$ cat src/rtl/modular_exponentiation_defines.svh
// ----------------------------------------------------------------------------
// Assertion macros for the modular exponentiation block
// Shared concurrent-assertion shorthands, clocked and reset-qualified.
// ----------------------------------------------------------------------------
`ifndef MODULAR_EXPONENTIATION_DEFINES_SVH
`define MODULAR_EXPONENTIATION_DEFINES_SVH

// ante must be followed by cons in the same cycle
`define MEXP_ASSERT_IMP(lbl, clk, rstn, ante, cons, msg) \
  lbl: assert property (@(posedge clk) disable iff (!(rstn)) (ante) |-> (cons)) \
    else $error(msg);

// ante must be followed by cons in the next cycle
`define MEXP_ASSERT_NXT(lbl, clk, rstn, ante, cons, msg) \
  lbl: assert property (@(posedge clk) disable iff (!(rstn)) (ante) |=> (cons)) \
    else $error(msg);

`endif

$ cat src/rtl/mexp_pkg.sv
// ----------------------------------------------------------------------------
// mexp_pkg
// Types and fixed constants of the modular exponentiation block.
// ----------------------------------------------------------------------------
package mexp_pkg;

  localparam int unsigned ResW     = 30;
  localparam int unsigned BaseW    = 63;
  localparam int unsigned BaseCntW = $clog2(BaseW);
  localparam int unsigned MulCntW  = $clog2(ResW);

  // modulus, below 2^30
  localparam logic [ResW-1:0] Prime = 30'd1000000007;

  typedef enum logic [1:0] {
    StIdle,
    StReduce,
    StLoop,
    StMul
  } state_e;

endpackage

$ cat src/rtl/mexp_mulmod.sv
// ----------------------------------------------------------------------------
// mexp_mulmod
// Bit-serial modular multiplier: one multiplier bit per cycle, MSB first.
// ----------------------------------------------------------------------------
`include "modular_exponentiation_defines.svh"

module mexp_mulmod (
  input  logic                        clk_i,
  input  logic                        rst_ni,
  input  logic                        start_i,
  input  logic [mexp_pkg::ResW-1:0]   a_i,
  input  logic [mexp_pkg::ResW-1:0]   b_i,
  output logic                        done_o,
  output logic [mexp_pkg::ResW-1:0]   prod_o
);

  localparam int unsigned W = mexp_pkg::ResW;
  localparam logic [W+1:0] P1 = {2'b00, mexp_pkg::Prime};
  localparam logic [W+1:0] P2 = {1'b0, mexp_pkg::Prime, 1'b0};

  logic                        busy_q, busy_d;
  logic                        done_q, done_d;
  logic [mexp_pkg::MulCntW-1:0] cnt_q, cnt_d;
  logic [W-1:0]                a_q, a_d;
  logic [W-1:0]                b_q, b_d;
  logic [W-1:0]                r_q, r_d;
  logic [W+1:0]                sum;
  logic [W+1:0]                red;

  // r = 2r + bit*a, then fold back below p (sum < 3p)
  always_comb begin
    sum = {1'b0, r_q, 1'b0} + (b_q[W-1] ? {2'b00, a_q} : '0);
    priority if (sum >= P2) begin
      red = sum - P2;
    end else if (sum >= P1) begin
      red = sum - P1;
    end else begin
      red = sum;
    end
  end

  always_comb begin
    busy_d = busy_q;
    done_d = 1'b0;
    cnt_d  = cnt_q;
    a_d    = a_q;
    b_d    = b_q;
    r_d    = r_q;
    if (start_i && !busy_q) begin
      busy_d = 1'b1;
      cnt_d  = mexp_pkg::MulCntW'(W - 1);
      a_d    = a_i;
      b_d    = b_i;
      r_d    = '0;
    end else if (busy_q) begin
      r_d = red[W-1:0];
      b_d = {b_q[W-2:0], 1'b0};
      cnt_d = cnt_q - 1'b1;
      if (cnt_q == '0) begin
        busy_d = 1'b0;
        done_d = 1'b1;
      end
    end
  end

  always_ff @(posedge clk_i or negedge rst_ni) begin
    if (!rst_ni) begin
      busy_q <= 1'b0;
      done_q <= 1'b0;
      cnt_q  <= '0;
    end else begin
      busy_q <= busy_d;
      done_q <= done_d;
      cnt_q  <= cnt_d;
    end
  end

  always_ff @(posedge clk_i) begin
    a_q <= a_d;
    b_q <= b_d;
    r_q <= r_d;
  end

  assign done_o = done_q;
  assign prod_o = r_q;

  `MEXP_ASSERT_NXT(a_mm_start, clk_i, rst_ni, start_i && !busy_q, busy_q, "mulmod did not start")
  `MEXP_ASSERT_NXT(a_mm_done_pulse, clk_i, rst_ni, done_q, !done_q, "mulmod done held")
  `MEXP_ASSERT_IMP(a_mm_done_idle, clk_i, rst_ni, done_q, !busy_q, "mulmod done while busy")

endmodule

$ cat src/rtl/modular_exponentiation.sv
// ----------------------------------------------------------------------------
// modular_exponentiation
// base^exponent mod 1000000007, right-to-left square-and-multiply, bit-serial.
// ----------------------------------------------------------------------------
// Pulse start while busy is low; base and exponent are sampled on that edge.
// The result comes back on result_o for exactly one cycle with done_o high;
// there is no backpressure, so capture it then. From the accepting edge the
// base is first reduced (one base bit per cycle), then the exponent is
// tested, and for each exponent bit up to the highest set bit two bit-serial
// modular multipliers run side by side (square and conditional product)
// before the next test. With an exponent of zero the result, one, is shown
// straight after the first test. busy drops in the cycle done_o is shown, so
// the next word may be issued right away.
// ----------------------------------------------------------------------------
`include "modular_exponentiation_defines.svh"

module modular_exponentiation #(
  parameter int unsigned EXP_BITS = 63
) (
  input  logic                          clk_i,
  input  logic                          rst_ni,
  input  logic                          start,
  output logic                          busy,
  input  logic [mexp_pkg::BaseW-1:0]    base_value_i,
  input  logic [62:0]                   exponent_i,
  output logic                          done_o,
  output logic [mexp_pkg::ResW-1:0]     result_o
);

  localparam int unsigned W  = mexp_pkg::ResW;
  localparam int unsigned BW = mexp_pkg::BaseW;

  mexp_pkg::state_e state_q, state_d;

  logic [BW-1:0]                 base_q, base_d;     // base, shifted out MSB first
  logic [mexp_pkg::BaseCntW-1:0] cnt_q, cnt_d;
  logic [W-1:0]                  sq_q, sq_d;         // current square
  logic [W-1:0]                  acc_q, acc_d;       // running product
  logic [EXP_BITS-1:0]           exp_q, exp_d;       // remaining exponent bits
  logic [W-1:0]                  result_q, result_d;
  logic                          done_q, done_d;

  logic                          mul_start;
  logic                          sq_done, acc_done;
  logic [W-1:0]                  sq_prod, acc_prod;
  logic [W:0]                    red_sum;
  logic [W-1:0]                  red_next;

  // one reduction step: r = 2r + bit, minus p if it overflows
  always_comb begin
    red_sum = {sq_q, base_q[BW-1]};
    if (red_sum >= {1'b0, mexp_pkg::Prime}) begin
      red_next = W'(red_sum - {1'b0, mexp_pkg::Prime});
    end else begin
      red_next = red_sum[W-1:0];
    end
  end

  // next state
  always_comb begin
    state_d = state_q;
    unique case (state_q)
      mexp_pkg::StIdle: begin
        if (start) state_d = mexp_pkg::StReduce;
      end
      mexp_pkg::StReduce: begin
        if (cnt_q == '0) state_d = mexp_pkg::StLoop;
      end
      mexp_pkg::StLoop: begin
        state_d = (exp_q == '0) ? mexp_pkg::StIdle : mexp_pkg::StMul;
      end
      mexp_pkg::StMul: begin
        if (sq_done) state_d = mexp_pkg::StLoop;
      end
      default: state_d = mexp_pkg::StIdle;
    endcase
  end

  // outputs and datapath
  always_comb begin
    busy      = (state_q != mexp_pkg::StIdle);
    mul_start = 1'b0;
    base_d    = base_q;
    cnt_d     = cnt_q;
    sq_d      = sq_q;
    acc_d     = acc_q;
    exp_d     = exp_q;
    result_d  = result_q;
    done_d    = 1'b0;
    unique case (state_q)
      mexp_pkg::StIdle: begin
        if (start) begin
          base_d = base_value_i;
          exp_d  = exponent_i[EXP_BITS-1:0];
          cnt_d  = mexp_pkg::BaseCntW'(BW - 1);
          sq_d   = '0;
          acc_d  = W'(1);
        end
      end
      mexp_pkg::StReduce: begin
        sq_d   = red_next;
        base_d = {base_q[BW-2:0], 1'b0};
        cnt_d  = cnt_q - 1'b1;
      end
      mexp_pkg::StLoop: begin
        if (exp_q == '0) begin
          result_d = acc_q;
          done_d   = 1'b1;
        end else begin
          mul_start = 1'b1;
        end
      end
      mexp_pkg::StMul: begin
        if (sq_done) begin
          sq_d  = sq_prod;
          if (exp_q[0]) acc_d = acc_prod;
          exp_d = exp_q >> 1;
        end
      end
      default: begin
        busy = 1'b1;
      end
    endcase
  end

  always_ff @(posedge clk_i or negedge rst_ni) begin
    if (!rst_ni) begin
      state_q <= mexp_pkg::StIdle;
      cnt_q   <= '0;
      done_q  <= 1'b0;
    end else begin
      state_q <= state_d;
      cnt_q   <= cnt_d;
      done_q  <= done_d;
    end
  end

  always_ff @(posedge clk_i) begin
    base_q   <= base_d;
    sq_q     <= sq_d;
    acc_q    <= acc_d;
    exp_q    <= exp_d;
    result_q <= result_d;
  end

  // square and product multipliers run in lockstep
  mexp_mulmod u_mul_sq (
    .clk_i   (clk_i),
    .rst_ni  (rst_ni),
    .start_i (mul_start),
    .a_i     (sq_q),
    .b_i     (sq_q),
    .done_o  (sq_done),
    .prod_o  (sq_prod)
  );

  mexp_mulmod u_mul_acc (
    .clk_i   (clk_i),
    .rst_ni  (rst_ni),
    .start_i (mul_start),
    .a_i     (sq_q),
    .b_i     (acc_q),
    .done_o  (acc_done),
    .prod_o  (acc_prod)
  );

  assign done_o   = done_q;
  assign result_o = result_q;

  `MEXP_ASSERT_IMP(a_mul_lockstep, clk_i, rst_ni, 1'b1, sq_done == acc_done, "multipliers out of step")
  `MEXP_ASSERT_IMP(a_result_range, clk_i, rst_ni, done_o, result_o < mexp_pkg::Prime, "result not reduced")
  `MEXP_ASSERT_NXT(a_accept_busy, clk_i, rst_ni, start && !busy, busy, "accepted word not in flight")
  `MEXP_ASSERT_NXT(a_done_pulse, clk_i, rst_ni, done_o, !done_o, "done held over two cycles")

endmodule

$ cat config.mk
export PLATFORM = sky130hd
export DESIGN_NAME = modular_exponentiation
export DESIGN_NICKNAME = d
export VERILOG_FILES = /design/src/rtl/mexp_pkg.sv /design/src/rtl/mexp_mulmod.sv /design/src/rtl/modular_exponentiation.sv
export VERILOG_INCLUDE_DIRS = /design/src /design/src/rtl
export SDC_FILE = /design/constraint.sdc
export NUM_CORES = 1
export LEC_CHECK = 0
export ABC_AREA = 1
export BUFFER_PORTS_ARGS = -buffer_cell sky130_fd_sc_hd__buf_2
export CAP_MARGIN = 30
export CORE_MARGIN = 1.5
export CORE_UTILIZATION = 40
export DETAILED_ROUTE_END_ITERATION = 10
export HOLD_SLACK_MARGIN = 0.03
export PLACE_DENSITY = 0.68
export SETUP_SLACK_MARGIN = 0.2
export SLEW_MARGIN = 20
export SYNTH_ARGS = -nofsm -noshare
export SYNTH_HDL_FRONTEND = slang
export SYNTH_SLANG_ARGS = --single-unit
$ cat constraint.sdc
create_clock -name clk_i -period 3.8 [get_ports clk_i]
set_input_delay 0.38 -clock clk_i [delete_from_list [all_inputs] [get_ports clk_i]]
set_output_delay 0.38 -clock clk_i [all_outputs]
set_load 0.01 [all_outputs]
==> impl_results.md, run 1 <==
* Outcome: finished, final reports clean
* # IOs at roughly 160
* Worst-Skew Late Latency at 0.60 ns
* Die Y at 264 µm
* Hold depth at 3
* Global Route Usage Sum at between 20% and 30%
* RSZ-0062 raised after global routing: true
* Asr flop ratio synth at 5.26%
* Buf/Inv on CP at 7
* CTS sink count at 418
* R2r setup slk at roughly 0.24 ns
* Min Hold Slack at a little under 0.06 ns
* Die area at 69500 µm²
* DR vias at 26100
* CP startpoint kind: register
* # diodes at 0
* Kind of cell adding the most delay to the critical path: simple AND/OR/NAND/NOR gates
* Critical Path Fanout Max at 8
* Critical path endpoint category: register
* CP dominant cell by count: nand2_1
* Largest net degree at the start of global routing at slightly below 90
* Max Cap Viol at 0
* Stages on worst setup path at 25
* CP max stage delay at around 0.42 ns
* Mean Syn Cell Area at approximately 7.0 µm²
* Clock buffer depth at 3
* Post-Syn Instances at 3873
* # setup viols final at 0
* Area growth from synthesis to layout at 29.5%
* Cell Rows at 95
* Req. time, crit path at 4.34 ns
* #FFs+latches synth at between 400 and 500
* CTS tree: yes
* Number of iterations in the first detailed-routing pass at 5
* Final HPWL DP at slightly below 60 mm
* Sequential share of the synthesized area at a little over two fifths
* Vias in the first global route at between 20000 and 25000
* Post-synth cell types at 46
* Tcrit/Tclk final at between 90% and 100%
* Yosys Warn Count at 0
* Initial antenna violation count at 1
* Mapped cell area at between 20000 and 30000 µm²
* Root Driver: clkbuf_16
* CP arrival at approximately 4.1 ns
* Fin. max-slew vios at 0
* Via/cell ratio at approximately 5.1
* Aggregate global routing overflow at 0
* Tmin final at ~3.6 ns
* Nets at approximately 4400
* Die width at 264 µm
* Layout cells sized above 1 at ~26%
* Final Hold Fails at 0
* Drc violations at 0
* Filler cell count at about 6300
* Least-Margin Pin Slew at between 0.9 and 1 ns
* Wirelength, routed at 82.5 mm
* Worst min-delay path class: in2reg
* Top_reg_cell synth: edfxtp_1
* Final Skew at between 0.03 and 0.04 ns
* Slew HR at between 30% and 40%
* Post-synth EDFFs at 336
* First-pass GRT wire length at about 130 mm
* CP Class: reg2reg
* CTS buffer count at 46
* CTS H-Tree Depth at 2
* WL per Instance at between 15 and 20 µm
* Fmax at ~0.28 GHz
* Reg2Reg Depth at 25
* Reg clk slew, reported paths at 0.07 ns
* Initial Utilization at about two fifths
* Worst path slowest cell: edfxtp_1
* Initial DRC count at roughly 1800
* Syn_nets at 4075
* Core Area at about 67000 µm²
* Final ANT Viol Nets at 0
* GP Congestion at around 0.98
* Port Buffers at 160
state kept, by name, indices dropped and copies added (netlist names), 2 cells and up:
name	flops
exp_q	63
base_q	63
acc_q	30
u_mul_acc.a_q	30
state_q	2
u_mul_sq.prod_o	30
result_o	30
u_mul_sq.cnt_q	5
cnt_q	6
u_mul_sq.a_q	30
u_mul_acc.cnt_q	5
u_mul_acc.prod_o	30
sq_q	30
u_mul_sq.b_q	30
u_mul_acc.b_q	30
layout by cell type (no fill, tap or decap), types with 25 or more instances in the layout:
cell type / count
xor2_1: 53
clkbuf_16: 54
buf_2: 161
nand4_1: 46
nand3_2: 47
dfxtp_1: 60
nand2_4: 65
nand2_2: 193
buf_6: 25
a21oi_1: 59
nand2_1: 1578
nor2_1: 172
nor2_2: 55
edfxtp_1: 336
nor2_4: 58
ha_4: 52
inv_2: 60
o21ai_0: 96
inv_1: 432
nand3_1: 185
buf_4: 200
o21ai_1: 31
kinds of logic after synthesis:
logic type / synth area share, %
AOI/OAI and AO/OA: 4.79
adders and majority gates: 3.42
and+or+nand+nor: 37.8
xor gates and xnor gates: 1.96
DFF: 43.6
buffers and inverters: 8.44
metrics by stage:
| step | setup TNS, ns | instances | instance area, µm² | setup slack, ns | utilization, % |
|---|---|---|---|---|---|
| 2_1_floorplan | 0 | 3873 | 27200 | 0.235 | - |
| 3_3_place_gp | -0.138 | 4967 | 29900 | -0.0319 | 44.6 |
| 3_5_place_dp | -1.05 | 4967 | 29900 | -0.118 | 44.6 |
| 4_1_cts | 0 | 5073 | 32200 | 0.194 | 48.0 |
| 5_1_grt | 0 | 5150 | 35200 | 0.0532 | 52.4 |
| 6_report | 0 | 5150 | 35200 | 0.241 | 52.4 |
cells in the mapped netlist (18+ instances only):
| cell | count | area share (%) |
|---|---|---|
| a21oi_1 | 84 | 1.5 |
| dfrtp_1 | 22 | 2.0 |
| nor2_2 | 24 | 0.55 |
| nand3_2 | 24 | 0.88 |
| o21ai_0 | 102 | 1.9 |
| o21ai_1 | 33 | 0.61 |
| ha_1 | 71 | 3.3 |
| inv_1 | 479 | 6.6 |
| xor2_1 | 53 | 1.7 |
| nand2_2 | 42 | 0.97 |
| nand4_1 | 46 | 1.1 |
| dfxtp_1 | 60 | 4.4 |
| nand2_1 | 1796 | 25 |
| nand3_1 | 229 | 4.2 |
| nor2_1 | 255 | 3.5 |
| nor3_1 | 22 | 0.41 |
| clkbuf_1 | 63 | 0.87 |
| edfxtp_1 | 336 | 37 |
| nor4_1 | 18 | 0.41 |
area by class of cell:
class / count / area, µm² / share of cell area (%)
sequential: 418 / 11800 / 33.6
clock inverter: 27 / 240 / 0.683
timing repair buffer: 412 / 3160 / 8.98
inverter: 495 / 1860 / 5.29
tap: 873 / 1090 / 3.10
multi-input combinational: 2869 / 15700 / 44.7
clock buffer: 56 / 1270 / 3.61
path summary, 6_finish.rpt:
kind / endpoint / start
worst min register to register: result_o[24]$_DFFE_PP_ / acc_q[24]$_SDFFCE_PN0P_
min in group asynchronous: done_o$_DFF_PN0_ / rst_ni
worst max register to register: u_mul_sq.prod_o[18]$_SDFFE_PP0P_ / u_mul_sq.b_q[29]$_DFFE_PP_
worst max-delay path: u_mul_sq.prod_o[18]$_SDFFE_PP0P_ / u_mul_sq.b_q[29]$_DFFE_PP_
worst min-delay path: exp_q[22]$_DFFE_PP_ / exponent_i[22]
max in group asynchronous: u_mul_sq.cnt_q[0]$_DFFE_PN0P_ / rst_ni
metal layers:
metal | global-route usage, % | wire length [µm] | vias up
met5 | 0 | 15 | -
li1 | - | - | 13000
met2 | 38.8 | 40200 | 750
met1 | 28.3 | 34700 | 12100
met3 | 2.24 | 3800 | 208
met4 | 8.23 | 3830 | 2
tightest hold or removal path, cell delays in order:
cell and delay, ns:
buf_2 0.07, nand2_1 0.04, nand2_1 0.05
timing repair:
action                                 4_1_cts  5_1_grt
gates cloned                                 8        7
hold buffers                                 1        0
setup buffers                               14       70
endpoints found under the hold margin       22        0
gates resized for setup                    111      592
pin swaps                                   20      194
setup endpoints to repair                   58       60
Power of run 1 is left out: the tool's default activity adds up to more than one toggle a clock period on the data nets, which glitch-free logic cannot reach.
==> run 2: changes to the inputs <==
--- a/config.mk
+++ b/config.mk
@@ -7,13 +7,14 @@
 export NUM_CORES = 1
 export LEC_CHECK = 0
 export ABC_AREA = 1
-export BUFFER_PORTS_ARGS = -buffer_cell sky130_fd_sc_hd__buf_2
 export CAP_MARGIN = 30
 export CORE_MARGIN = 1.5
 export CORE_UTILIZATION = 40
 export DETAILED_ROUTE_END_ITERATION = 10
+export DONT_BUFFER_PORTS = 1
 export HOLD_SLACK_MARGIN = 0.03
-export PLACE_DENSITY = 0.68
+export PLACE_DENSITY = 0.66
+export REMOVE_ABC_BUFFERS = 1
 export SETUP_SLACK_MARGIN = 0.2
 export SLEW_MARGIN = 20
 export SYNTH_ARGS = -nofsm -noshare
==> impl_results.md, run 2 (synthesis gave the netlist of run 1 again) <==
* Aggregate global routing overflow at 0 (unchanged)
* Number of iterations in the first detailed-routing pass at 6 (was 5)
* Worst path slowest cell: edfxtp_1 (unchanged)
* Fin. max-slew vios at 0 (unchanged)
* CP startpoint kind: register (unchanged)
* # setup viols final at 0 (unchanged)
* Layout cells sized above 1 at 19.1% (was 25.8%)
* Cell Rows at 95 (unchanged)
* Initial DRC count at 1621 (was 1796)
* WL per Instance at 15.9 µm (was 16.0 µm)
* Area growth from synthesis to layout at 27.6% (was 29.5%)
* Largest net degree at the start of global routing at 99 (was 88)
* Most frequent cells in the layout: nand2_1, inv_1, edfxtp_1 (unchanged)
* Initial Utilization at 40.5% (unchanged)
* Port Buffers at 0 (was 160)
* GP Congestion at 0.959 (was 0.976)
* Reg clk slew, reported paths at 0.06 ns (was 0.07 ns)
* Via/cell ratio at 5.03 (was 5.06)
* Vias in the first global route at 23600 (was 24200)
* Clock buffer depth at 3 (unchanged)
* Drc violations at 0 (unchanged)
* Worst min-delay path class: in2reg (unchanged)
* Slew HR at 37.6% (was 38.7%)
* Die Y at 264 µm (unchanged)
* Die width at 264 µm (unchanged)
* CTS buffer count at 45 (was 46)
* Tcrit/Tclk final at 94.2% (was 93.7%)
* Outcome: finished, final reports clean (unchanged)
* CP arrival at 4.13 ns (was 4.10 ns)
* CP dominant cell by count: nand2_4 (was nand2_1)
* RSZ-0062 raised after global routing: true (unchanged)
* Commonest non-fill, non-tap cell in the layout: nand2_1 (unchanged)
* Critical path endpoint category: register (unchanged)
* Final HPWL DP at 55.1 mm (was 57.8 mm)
* Max Cap Viol at 0 (unchanged)
* CTS tree: yes (unchanged)
* R2r setup slk at 0.22 ns (was 0.24 ns)
* Critical Path Fanout Max at 6 (was 8)
* Nets at 4332 (was 4444)
* Final ANT Viol Nets at 0 (unchanged)
* Die area at 69500 µm² (unchanged)
* CTS H-Tree Depth at 2 (unchanged)
* Root Driver: clkbuf_16 (unchanged)
* Final Hold Fails at 0 (unchanged)
* Global Route Usage Sum at 21.6% (was 22.2%)
* Initial antenna violation count at 0 (was 1)
* CTS sink count at 418 (unchanged)
* Tmin final at 3.58 ns (was 3.56 ns)
* Fmax at 0.279 GHz (was 0.281 GHz)
* Wirelength, routed at 80.0 mm (was 82.5 mm)
* CP Class: reg2reg (unchanged)
* # IOs at 161 (unchanged)
* Core Area at 67200 µm² (unchanged)
* # diodes at 0 (unchanged)
* CP max stage delay at 0.38 ns (was 0.42 ns)
* Min Hold Slack at 0.128 ns (was 0.0590 ns)
* DR vias at 25400 (was 26100)
* Final Skew at 0.0342 ns (was 0.0367 ns)
* First-pass GRT wire length at 122 mm (was 125 mm)
* Req. time, crit path at 4.35 ns (was 4.34 ns)
* Least-Margin Pin Slew at 0.933 ns (was 0.919 ns)
* Largest registers: base_q x63, exp_q x63 (unchanged)
* Worst-Skew Late Latency at 0.60 ns (about the same)
==> run 2: layout make-up <==
type | instances | area [µm²]
fillers | 6276 | 32500
multi-input cells | 2869 | 15300
flip-flops and latches | 418 | 11800
repair buffers | 301 | 3140
inverters | 495 | 1860
clock buffers | 58 | 1200
well taps | 873 | 1090
clock inverters | 25 | 211
==> run 2: final timing paths <==
kind                                       startpoint                                to  cells after the start
max                        u_mul_sq.b_q[29]$_DFFE_PP_  u_mul_sq.prod_o[15]$_SDFFE_PP0P_                     30
min                                             start              cnt_q[3]$_DFFE_PN0P_                      4
max reg2reg                u_mul_sq.b_q[29]$_DFFE_PP_  u_mul_sq.prod_o[15]$_SDFFE_PP0P_                     30
min reg2reg                   acc_q[20]$_SDFFCE_PN0P_            result_o[20]$_DFFE_PP_                      0
max in group asynchronous                      rst_ni            state_q[0]$_DFFE_PN0P_                      2
min in group asynchronous                      rst_ni        u_mul_acc.busy_q$_DFF_PN0_                      2
==> run 2: metrics by stage <==
step	cell area, µm²	utilization (%)	setup slack (ns)	TNS [ns]	cells
2_1_floorplan	26700	-	-2.44	-478.71	3781
3_3_place_gp	28600	42.5	0.0830	0	4731
3_5_place_dp	28600	42.5	0.0397	0	4731
4_1_cts	31800	47.3	0.187	0	4958
5_1_grt	34700	51.6	0.0381	0	5039
6_report	34700	51.6	0.221	0	5039
==> run 2: what timing repair did <==
item	CTS	global route
setup buffers	12	65
endpoints found under the hold margin	148	0
gates cloned	4	15
hold buffers	128	0
resized for setup	70	534
pin swaps	9	139
setup endpoints to repair	60	60
==> run 2: per-layer routing <==
layer,wire (µm),track usage [%],up-vias
met2,38300,36.4,689
met4,3570,8.84,0
met5,0,0,-
li1,-,-,12800
met1,34600,28.3,11700
met3,3520,2.10,187
==> run 2: worst max-delay path: cells and delay by family, from the launching register on <==
| kind | cells | cell delay [ns] |
|---|---|---|
| AOI/OAI and AO/OA | 1 | 0.07 |
| adders and majority gates | 2 | 0.48 |
| buffers and inverters | 7 | 0.75 |
| DFF | 1 | 0.38 |
| and+or+nand+nor | 20 | 1.82 |
Power of run 2 is left out for the same reason.
